==> config.mk <==
export PLATFORM = sky130hd
export DESIGN_NAME = sorted_alarm_timer_queue_unit_flat
export DESIGN_NICKNAME = d
export VERILOG_FILES = /design/src/rtl/core/sat_pkg.sv /design/src/rtl/core/sat_req_if.sv /design/src/rtl/core/sat_rsp_if.sv /design/src/rtl/core/sorted_alarm_timer_queue_unit.sv /design/src/rtl/core/sat_cell.sv /design/src/flat_wrapper.sv
export SDC_FILE = /design/constraint.sdc
export NUM_CORES = 2
export LEC_CHECK = 0
export CELL_PAD_IN_SITES_DETAIL_PLACEMENT = 0
export CELL_PAD_IN_SITES_GLOBAL_PLACEMENT = 1
export CORE_AREA = 2 2 426 259
export CTS_CLUSTER_SIZE = 30
export DETAILED_ROUTE_END_ITERATION = 8
export DIE_AREA = 0 0 428 261
export DONT_BUFFER_PORTS = 1
export PLACE_DENSITY_LB_ADDON = 0.1
export SYNTH_ARGS = -nofsm -noshare
export SYNTH_HDL_FRONTEND = slang
export SYNTH_SLANG_ARGS = --single-unit
==> constraint.sdc <==
create_clock -name clk -period 6.9 [get_ports clk]
set_input_delay 1.035 -clock clk [delete_from_list [all_inputs] [get_ports clk]]
set_output_delay 1.035 -clock clk [all_outputs]
set_load 0.01 [all_outputs]
==> src/rtl/core/sat_pkg.sv <==
// ============================================================================
// sat_pkg: shared definitions of the sorted alarm timer queue
// Sizes, request and status codes, the slot entry and the cell control word.
// ============================================================================
package sat_pkg;

    localparam int TIMER_SLOTS = 16;
    localparam int ALARM_KINDS = 4;
    localparam int OWNER_COUNT = 256;
    localparam int MAX_RESULTS = 16;

    localparam int REQ_W    = 2;
    localparam int TIME_W   = 32;
    localparam int OWNER_W  = 8;
    localparam int KIND_W   = 2;
    localparam int STATUS_W = 2;
    localparam int CNT_W    = (MAX_RESULTS > 1) ? $clog2(MAX_RESULTS) : 1;

    // Request codes.
    localparam logic [REQ_W-1:0] REQ_REGISTER   = 2'd0;
    localparam logic [REQ_W-1:0] REQ_DEREGISTER = 2'd1;
    localparam logic [REQ_W-1:0] REQ_TICK       = 2'd2;

    // Status codes.
    localparam logic [STATUS_W-1:0] STATUS_OK    = 2'd0;
    localparam logic [STATUS_W-1:0] STATUS_FULL  = 2'd1;
    localparam logic [STATUS_W-1:0] STATUS_NOREG = 2'd2;

    typedef struct packed {
        logic              valid;
        logic [TIME_W-1:0]  due;
        logic [OWNER_W-1:0] owner;
        logic [KIND_W-1:0]  kind;
    } slot_entry_t;

    typedef enum logic [1:0] {
        CELL_HOLD,
        CELL_DROP,
        CELL_INSERT,
        CELL_POP
    } cell_op_t;

    typedef struct packed {
        cell_op_t           op;
        logic [TIME_W-1:0]  due;
        logic [OWNER_W-1:0] owner;
        logic [KIND_W-1:0]  kind;
    } cell_ctrl_t;

    typedef enum logic [1:0] {
        ST_IDLE,
        ST_MATCH,
        ST_INSERT,
        ST_TICK
    } sat_state_t;

endpackage

==> src/rtl/core/sat_req_if.sv <==
// ============================================================================
// sat_req_if: request channel of the alarm timer queue
// Valid/ready handshake carrying one alarm request.
// ============================================================================
interface sat_req_if;
    import sat_pkg::*;

    logic               valid;
    logic               ready;
    logic [REQ_W-1:0]   req_type;
    logic [TIME_W-1:0]  now_ms;
    logic [TIME_W-1:0]  delay_ms;
    logic [OWNER_W-1:0] owner;
    logic [KIND_W-1:0]  alarm_kind;

    modport source (output valid, req_type, now_ms, delay_ms, owner, alarm_kind,
                    input ready);
    modport sink   (input valid, req_type, now_ms, delay_ms, owner, alarm_kind,
                    output ready);
endinterface

==> src/rtl/core/sat_rsp_if.sv <==
// ============================================================================
// sat_rsp_if: result channel of the alarm timer queue
// Valid/ready handshake carrying one result of a request.
// ============================================================================
interface sat_rsp_if;
    import sat_pkg::*;

    logic                valid;
    logic                ready;
    logic [STATUS_W-1:0] status;
    logic                fired;
    logic [OWNER_W-1:0]  fired_owner;
    logic [KIND_W-1:0]   fired_kind;
    logic                last;

    modport source (output valid, status, fired, fired_owner, fired_kind, last,
                    input ready);
    modport sink   (input valid, status, fired, fired_owner, fired_kind, last,
                    output ready);
endinterface

==> src/rtl/core/sorted_alarm_timer_queue_unit.sv <==
// ============================================================================
// sorted_alarm_timer_queue_unit: sorted queue of pending alarms
// A chain of slot cells keeps alarms in due order; a small sequencer runs it.
// ============================================================================
// Usage. Requests arrive on the req channel and results leave on the rsp
// channel, both valid/ready. A register request stores an alarm due at
// now_ms + delay_ms (saturating) behind any alarm with the same due time and
// replaces an older entry of the same owner and kind. A deregister request
// removes that pair. Both give one result with last set. A tick request
// emits one result per alarm due at or before now_ms, up to MAX_RESULTS,
// earliest first, last set on the final one; none due gives one empty result.
//
// Sequencing. The sequencer works on one request at a time. A register
// request passes through accept, match and drop, then insert; a deregister
// or unknown request through accept and match; a tick through accept, then
// one result step per alarm it fires (at least one). It fires one alarm per
// cycle unless the receiver stalls, as each pop shifts the whole cell chain.
//
// Reset clears every slot's valid bit at once, so the queue is empty right
// after reset. Results go through a one-entry output register; when the
// receiver stalls, the sequencer holds its step until the register frees,
// and the next request is taken while a last result still waits.
// ============================================================================
module sorted_alarm_timer_queue_unit (
    input logic  clk,
    input logic  rst_n,
    sat_req_if.sink   req,
    sat_rsp_if.source rsp
);
    import sat_pkg::*;

    localparam int N = TIMER_SLOTS;

    sat_state_t         state_reg, state_next;
    logic [REQ_W-1:0]   type_reg;
    logic [TIME_W-1:0]  now_reg;
    logic [TIME_W-1:0]  due_reg;
    logic [OWNER_W-1:0] owner_reg;
    logic [KIND_W-1:0]  kind_reg;
    logic [CNT_W-1:0]   cnt_reg;

    logic                out_valid_reg;
    logic [STATUS_W-1:0] status_reg;
    logic                fired_reg;
    logic [OWNER_W-1:0]  fired_owner_reg;
    logic [KIND_W-1:0]   fired_kind_reg;
    logic                last_reg;

    logic [TIME_W:0]     due_sum;
    logic [TIME_W-1:0]   due_sat;
    logic                accept;
    logic                space;
    logic                in_range;
    logic                any_match;
    logic                full;
    logic                pop_ok;
    logic                tick_last;

    // Sequencer outputs.
    cell_ctrl_t          ctrl;
    logic                emit;
    logic [STATUS_W-1:0] emit_status;
    logic                emit_fired;
    logic                emit_last;

    slot_entry_t         entry_vec [N];
    logic [N:0]          past;
    logic [N-1:0]        open_vec;
    logic [N-1:0]        valid_vec;

    // ------------------------------------------------------------------
    // Cell chain: slot 0 holds the earliest alarm.
    // ------------------------------------------------------------------
    assign past[0] = 1'b0;

    for (genvar i = 0; i < N; i++)
    begin : g_cell
        slot_entry_t left_e;
        slot_entry_t right_e;
        logic        ins_in;

        if (i == 0)
        begin : g_head
            assign left_e = '0;
            assign ins_in = 1'b0;
        end
        else
        begin : g_body
            assign left_e = entry_vec[i-1];
            assign ins_in = open_vec[i-1];
        end

        if (i == N - 1)
        begin : g_tail
            assign right_e = '0;
        end
        else
        begin : g_inner
            assign right_e = entry_vec[i+1];
        end

        sat_cell u_cell (
            .clk       (clk),
            .rst_n     (rst_n),
            .ctrl      (ctrl),
            .left      (left_e),
            .right     (right_e),
            .past_in   (past[i]),
            .ins_in    (ins_in),
            .entry     (entry_vec[i]),
            .past_out  (past[i+1]),
            .open_slot (open_vec[i])
        );

        assign valid_vec[i] = entry_vec[i].valid;
    end

    assign any_match = past[N];
    assign full      = entry_vec[N-1].valid;

    // ------------------------------------------------------------------
    // Request capture. The due time saturates at the largest count.
    // ------------------------------------------------------------------
    assign accept  = req.valid && req.ready;
    assign due_sum = {1'b0, req.now_ms} + {1'b0, req.delay_ms};
    assign due_sat = due_sum[TIME_W] ? {TIME_W{1'b1}} : due_sum[TIME_W-1:0];

    always_ff @(posedge clk)
    begin
        if (accept)
        begin
            type_reg  <= req.req_type;
            now_reg   <= req.now_ms;
            due_reg   <= due_sat;
            owner_reg <= req.owner;
            kind_reg  <= req.alarm_kind;
        end
    end

    assign in_range = (int'(owner_reg) < OWNER_COUNT) && (int'(kind_reg) < ALARM_KINDS);

    // The output register can take a result this cycle.
    assign space = !out_valid_reg || rsp.ready;

    // A tick fires the head alarm when it is due; it is the last one when the
    // result budget runs out or the next alarm is not due.
    assign pop_ok    = entry_vec[0].valid && (entry_vec[0].due <= now_reg);
    assign tick_last = (cnt_reg == CNT_W'(MAX_RESULTS - 1)) ||
                       !(entry_vec[1].valid && (entry_vec[1].due <= now_reg));

    // ------------------------------------------------------------------
    // Sequencer: next state.
    // ------------------------------------------------------------------
    always_comb
    begin
        state_next = state_reg;
        case (state_reg)
            ST_IDLE:
            begin
                if (req.valid)
                begin
                    state_next = (req.req_type == REQ_TICK) ? ST_TICK : ST_MATCH;
                end
            end
            ST_MATCH:
            begin
                if (space)
                begin
                    state_next = ((type_reg == REQ_REGISTER) && in_range) ? ST_INSERT
                                                                           : ST_IDLE;
                end
            end
            ST_INSERT:
            begin
                if (space)
                begin
                    state_next = ST_IDLE;
                end
            end
            ST_TICK:
            begin
                if (space && (!pop_ok || tick_last))
                begin
                    state_next = ST_IDLE;
                end
            end
            default:
            begin
                state_next = ST_IDLE;
            end
        endcase
    end

    // ------------------------------------------------------------------
    // Sequencer: outputs (cell command and result).
    // ------------------------------------------------------------------
    always_comb
    begin
        ctrl        = '{op: CELL_HOLD, due: due_reg, owner: owner_reg, kind: kind_reg};
        emit        = 1'b0;
        emit_status = STATUS_OK;
        emit_fired  = 1'b0;
        emit_last   = 1'b1;
        case (state_reg)
            ST_MATCH:
            begin
                if (space)
                begin
                    if (type_reg == REQ_REGISTER)
                    begin
                        // An existing entry of the pair is dropped before inserting.
                        if (in_range)
                        begin
                            ctrl.op = CELL_DROP;
                        end
                        else
                        begin
                            emit        = 1'b1;
                            emit_status = STATUS_NOREG;
                        end
                    end
                    else if (type_reg == REQ_DEREGISTER)
                    begin
                        emit = 1'b1;
                        if (in_range && any_match)
                        begin
                            ctrl.op = CELL_DROP;
                        end
                        else
                        begin
                            emit_status = STATUS_NOREG;
                        end
                    end
                    else
                    begin
                        emit = 1'b1;
                    end
                end
            end
            ST_INSERT:
            begin
                if (space)
                begin
                    emit = 1'b1;
                    if (full)
                    begin
                        emit_status = STATUS_FULL;
                    end
                    else
                    begin
                        ctrl.op = CELL_INSERT;
                    end
                end
            end
            ST_TICK:
            begin
                if (space)
                begin
                    emit = 1'b1;
                    if (pop_ok)
                    begin
                        ctrl.op    = CELL_POP;
                        emit_fired = 1'b1;
                        emit_last  = tick_last;
                    end
                end
            end
            default:
            begin
                emit = 1'b0;
            end
        endcase
    end

    assign req.ready = (state_reg == ST_IDLE);

    always_ff @(posedge clk or negedge rst_n)
    begin
        if (!rst_n)
        begin
            state_reg     <= ST_IDLE;
            out_valid_reg <= 1'b0;
            cnt_reg       <= '0;
        end
        else
        begin
            state_reg <= state_next;
            if (accept)
            begin
                cnt_reg <= '0;
            end
            else if (ctrl.op == CELL_POP)
            begin
                cnt_reg <= cnt_reg + CNT_W'(1);
            end
            if (emit)
            begin
                out_valid_reg <= 1'b1;
            end
            else if (rsp.ready)
            begin
                out_valid_reg <= 1'b0;
            end
        end
    end

    // The fired alarm is taken from the head slot before the chain shifts.
    always_ff @(posedge clk)
    begin
        if (emit)
        begin
            status_reg      <= emit_status;
            fired_reg       <= emit_fired;
            fired_owner_reg <= emit_fired ? entry_vec[0].owner : '0;
            fired_kind_reg  <= emit_fired ? entry_vec[0].kind : '0;
            last_reg        <= emit_last;
        end
    end

    assign rsp.valid       = out_valid_reg;
    assign rsp.status      = status_reg;
    assign rsp.fired       = fired_reg;
    assign rsp.fired_owner = fired_owner_reg;
    assign rsp.fired_kind  = fired_kind_reg;
    assign rsp.last        = last_reg;

    // ------------------------------------------------------------------
    // Assertions.
    // ------------------------------------------------------------------
    // Valid slots stay packed at the low end of the chain.
    a_packed: assert property (@(posedge clk) disable iff (!rst_n)
        ((valid_vec + N'(1)) & valid_vec) == '0)
        else $error("valid slots are not packed");

    // An insert into a chain that is not full always finds a free slot.
    a_insert_room: assert property (@(posedge clk) disable iff (!rst_n)
        (state_reg == ST_INSERT && space && !full) |-> open_vec[N-1])
        else $error("insert found no slot");

    // Each pop removes exactly one alarm.
    a_pop_count: assert property (@(posedge clk) disable iff (!rst_n)
        (ctrl.op == CELL_POP) |=> ($countones(valid_vec) == $past($countones(valid_vec)) - 1))
        else $error("pop did not remove one alarm");

    // A fired result always carries the ok status.
    a_fired_ok: assert property (@(posedge clk) disable iff (!rst_n)
        (out_valid_reg && fired_reg) |-> (status_reg == STATUS_OK))
        else $error("fired result with error status");

endmodule

==> src/rtl/core/sat_cell.sv <==
// ============================================================================
// sat_cell: one slot of the sorted alarm chain
// Holds one alarm and moves it to or from its neighbors on drop, insert, pop.
// ============================================================================
module sat_cell (
    input  logic                 clk,
    input  logic                 rst_n,
    input  sat_pkg::cell_ctrl_t  ctrl,
    input  sat_pkg::slot_entry_t left,
    input  sat_pkg::slot_entry_t right,
    input  logic                 past_in,
    input  logic                 ins_in,
    output sat_pkg::slot_entry_t entry,
    output logic                 past_out,
    output logic                 open_slot
);
    import sat_pkg::*;

    logic               valid_reg, valid_next;
    logic [TIME_W-1:0]  due_reg, due_next;
    logic [OWNER_W-1:0] owner_reg, owner_next;
    logic [KIND_W-1:0]  kind_reg, kind_next;
    logic               match;

    assign match     = valid_reg && (owner_reg == ctrl.owner) && (kind_reg == ctrl.kind);
    assign past_out  = past_in || match;
    // The new alarm goes in front of the first later alarm or into the first free slot.
    assign open_slot = !valid_reg || (due_reg > ctrl.due);

    always_comb
    begin
        valid_next = valid_reg;
        due_next   = due_reg;
        owner_next = owner_reg;
        kind_next  = kind_reg;
        case (ctrl.op)
            CELL_DROP:
            begin
                if (past_out)
                begin
                    valid_next = right.valid;
                    due_next   = right.due;
                    owner_next = right.owner;
                    kind_next  = right.kind;
                end
            end
            CELL_POP:
            begin
                valid_next = right.valid;
                due_next   = right.due;
                owner_next = right.owner;
                kind_next  = right.kind;
            end
            CELL_INSERT:
            begin
                if (ins_in)
                begin
                    valid_next = left.valid;
                    due_next   = left.due;
                    owner_next = left.owner;
                    kind_next  = left.kind;
                end
                else if (open_slot)
                begin
                    valid_next = 1'b1;
                    due_next   = ctrl.due;
                    owner_next = ctrl.owner;
                    kind_next  = ctrl.kind;
                end
            end
            default:
            begin
                valid_next = valid_reg;
            end
        endcase
    end

    always_ff @(posedge clk or negedge rst_n)
    begin
        if (!rst_n)
        begin
            valid_reg <= 1'b0;
        end
        else
        begin
            valid_reg <= valid_next;
        end
    end

    always_ff @(posedge clk)
    begin
        due_reg   <= due_next;
        owner_reg <= owner_next;
        kind_reg  <= kind_next;
    end

    assign entry = '{valid: valid_reg, due: due_reg, owner: owner_reg, kind: kind_reg};

endmodule
==> src/flat_wrapper.sv <==
// flat-port wrapper written by rule: the top's interface ports become plain ports
module sorted_alarm_timer_queue_unit_flat import sat_pkg::*;
  (clk, rst_n, req_valid, req_req_type, req_now_ms, req_delay_ms, req_owner, req_alarm_kind, req_ready, rsp_valid, rsp_status, rsp_fired, rsp_fired_owner, rsp_fired_kind, rsp_last, rsp_ready);
  sat_req_if req_i ();
  sat_rsp_if rsp_i ();
  input logic clk;
  input logic rst_n;
  input wire logic [$bits(req_i.valid)-1:0] req_valid;
  input wire logic [$bits(req_i.req_type)-1:0] req_req_type;
  input wire logic [$bits(req_i.now_ms)-1:0] req_now_ms;
  input wire logic [$bits(req_i.delay_ms)-1:0] req_delay_ms;
  input wire logic [$bits(req_i.owner)-1:0] req_owner;
  input wire logic [$bits(req_i.alarm_kind)-1:0] req_alarm_kind;
  output wire logic [$bits(req_i.ready)-1:0] req_ready;
  output wire logic [$bits(rsp_i.valid)-1:0] rsp_valid;
  output wire logic [$bits(rsp_i.status)-1:0] rsp_status;
  output wire logic [$bits(rsp_i.fired)-1:0] rsp_fired;
  output wire logic [$bits(rsp_i.fired_owner)-1:0] rsp_fired_owner;
  output wire logic [$bits(rsp_i.fired_kind)-1:0] rsp_fired_kind;
  output wire logic [$bits(rsp_i.last)-1:0] rsp_last;
  input wire logic [$bits(rsp_i.ready)-1:0] rsp_ready;
  assign req_i.valid = req_valid;
  assign req_i.req_type = req_req_type;
  assign req_i.now_ms = req_now_ms;
  assign req_i.delay_ms = req_delay_ms;
  assign req_i.owner = req_owner;
  assign req_i.alarm_kind = req_alarm_kind;
  assign req_ready = req_i.ready;
  assign rsp_valid = rsp_i.valid;
  assign rsp_status = rsp_i.status;
  assign rsp_fired = rsp_i.fired;
  assign rsp_fired_owner = rsp_i.fired_owner;
  assign rsp_fired_kind = rsp_i.fired_kind;
  assign rsp_last = rsp_i.last;
  assign rsp_i.ready = rsp_ready;
  sorted_alarm_timer_queue_unit u_core (.clk(clk), .rst_n(rst_n), .req(req_i), .rsp(rsp_i));
endmodule
==> metrics.cfg <==
[setup_path]
crit_fanout = 43
crit_path_max_incr_delay_ns = 0.85
required_ns = 7.22
cpMostUsedCell = buf_4
critPathBufInv = 3
cp_cell_sequence = inv_1, ha_1, nand3_1, or3_1, nor4_1, a31oi_1, a21oi_4, buf_4, nor4b_1, o21ai_4, buf_4
critPathTopFamily = buffers and inverters
crit_arrival_ns = 5.83
critPathKind = reg2reg
slowest_stage = edfxtp_1
critical_path.startpoint_type = flip-flop
cp-end-kind = flip-flop

[sta]
hold_viol_final = 0
fin_crit_sh_pct = 79.8
skew_ns = 0.0358
setup_ws_ns = 1.39
tns_ns = 0
fin_crit_ns = 5.51
tightest_slew_ns = 1.13
max_clock_freq_mhz = 182
finalMaxSlewViolations = 0
setup_viol = 0
rsz0062_at_grt = false
maxSlewHeadroom_pct = 24.5

[synthesis]
synth_cell_types = 84
yosysMostFrequentCell = nand2_1
synthTopCellsByArea = edfxtp_1, ha_1, mux2i_1
async_reset_ff_share_pct = 2.93
synth_area_per_cell_um2 = 10.1
ys_top_cells_by_count = nand2_1, edfxtp_1, ha_1
synth_ff_type = edfxtp_1
synth_top_area_share_pct = 42.7
syn_area_um2 = 53600
yosys.area.top_type = edfxtp_1
syn_inst = 5289
yosysWarnings = 0
seq_area_frac_synth_pct = 43.7
syn-num-nets = 5951
ys_seq_elements = 785
synth_edf_count = 762

[clock_tree]
tritoncts = yes
cts_buffers = 85
htreeDepth = 3
clock_sinks = 785
worstSkewPairLatency_ns = 0.72
clock-root-buffer = clkbuf_16
clockBufferDepth = 3
clk_pin_slew_worst_paths_ns = 0.06
cts_resized = 0

[global_routing]
grt_max_degree = 213
grt_pass1_wl_um = 262000
overflow = 0
grt_pass1_vias = 38114
antenna_found_initial = 12
grt_usage_pct = 31.4

[floorplanning]
fp.dieH_um = 261
design.die.area_um2 = 112000
die_x_um = 428
core_um2 = 108000
design.portCount = 96
rows = 94
start_util_pct = 49.5

[route]
drc = 0
drt.antenna.violating_nets = 0
vias_per_cell = 6.25
drt-initial-drc-count = 5673
firstDrtPassIters = 5
routedWlPerCell_um = 26.7
via_count = 41970
routed_wl_um = 180000

[finish]
final_nets = 5858
final_area_um2 = 58100
instances_no_fill = 6711
largest_register_ffs = 512
drive_above_1_share_pct = 5.98
area_growth_pct = 8.27

[place]
dp.cells = 6547
gp_congestion = 0.938
dpl.hpwl_um = 135000
io_buffers = 0
placed_area_um2 = 55300
place_ws_ns = 1.46

[worst_hold_path]
hold_class = in2async

[pwr]
power_leakage_nw = 23.4
p_per_area_nw_per_um2 = 334
ir_drop_uv = 205

[outcome]
status = complete, no violations

[job]
maxCapViolations = 0

[stage by stage]
stage / hold slack [ns] / util [%] / power (mW)
floorplan: 0.498 / - / 12.1
global placement: 0.517 / 51.0 / 14.5
detailed placement: 0.512 / 51.0 / 14.6
CTS: 0.00238 / 53.6 / 19.3
global route: 0.00599 / 53.6 / 20.4
finish: 0.0423 / 53.6 / 19.4
[power by group]
group          leakage, nW  total (mW)  internal (mW)  switching [mW]
clock                 1.35        4.71           2.65            2.06
sequential            7.22        7.16           6.30           0.857
combinational         14.8        7.50           2.69            4.82
total                 23.4        19.4           11.6            7.73
[cell type report]
class | instances | area (um2)
clock buffers | 109 | 2300
well taps | 1440 | 1800
clock inverters | 47 | 437
multi-input cells | 4081 | 28600
repair buffers | 130 | 1070
inverters | 113 | 424
flip-flops and latches | 785 | 23500
diodes | 6 | 15.0
fillers | 9619 | 50300
[cell usage in the layout (no fill, tap or decap), types with 24 or more instances in the layout]
cell type and n:
o21ai_1 552, o21a_1 24, inv_1 112, nand2_1 854, a211oi_1 32, nor2b_1 27, a21oi_1 190, o21ai_0 127
nand4_1 142, nor2_1 265, a21o_1 82, a31oi_1 90, xnor2_1 171, edfxtp_1 762, nor3_1 58, buf_4 121
ha_1 581, clkbuf_16 87, nand3_1 59, mux2i_1 525
[kinds of logic (layout without fill, tap and decap cells)]
family / Yosys count / count (layout) / synth area share, %
AND/OR/NAND/NOR: 1527 / 1527 / 12.5
AO/OA/AOI/OAI: 1250 / 1250 / 13.4
flip-flops: 785 / 785 / 43.7
adder cells (fa/ha/maj): 582 / 582 / 13.6
multiplexers: 537 / 537 / 10.1
buffers and inverters: 423 / 399 / 3.61
XOR/XNOR: 185 / 185 / 3.02
other: 0 / 6 / 0
[worst paths after layout]
| path | depth (start not counted) | slack (ns) | startpoint | end |
|---|---|---|---|---|
| setup / recovery | 11 | 1.39 | u_core.due_reg[20] | u_core.g_cell[2].u_cell.due_reg[8] |
| hold / removal | 0 | 0.04 | rst_n | u_core.state_reg[1] |
| setup reg to reg | 11 | 1.39 | u_core.due_reg[20] | u_core.g_cell[2].u_cell.due_reg[8] |
| hold reg to reg | 2 | 0.53 | u_core.g_cell[15].u_cell.due_reg[23] | u_core.g_cell[14].u_cell.due_reg[23] |
| max in group asynchronous | 1 | 5.58 | rst_n | u_core.g_cell[2].u_cell.valid_reg |
| min in group clk | 0 | 0.42 | req_owner[4] | u_core.owner_reg[4] |
[timing repair]
item / in CTS / in global routing
endpoints found under the hold margin: 9 / 0
endpoints found under the setup margin: 0 / 0
buffers inserted: 0 / 0
hold buffers: 2 / 0
[worst register-to-register path, cell delays in order (launching register included)]
cell      delay, ns
edfxtp_1       0.85
inv_1          0.62
ha_1           0.53
nand3_1        0.11
or3_1          0.45
nor4_1         0.60
a31oi_1        0.25
a21oi_4        0.21
buf_4          0.54
nor4b_1        0.22
o21ai_4        0.15
buf_4          0.59
[routing by layer]
metal	share of wire [%]	vias to the layer above	global-route usage, %
li1	-	19462	-
met1	52	20287	54.2
met2	36	2049	38.7
met3	11	160	6.60
met4	1.4	12	4.95
met5	0.059	-	0
(Power assumes the default switching activity.)
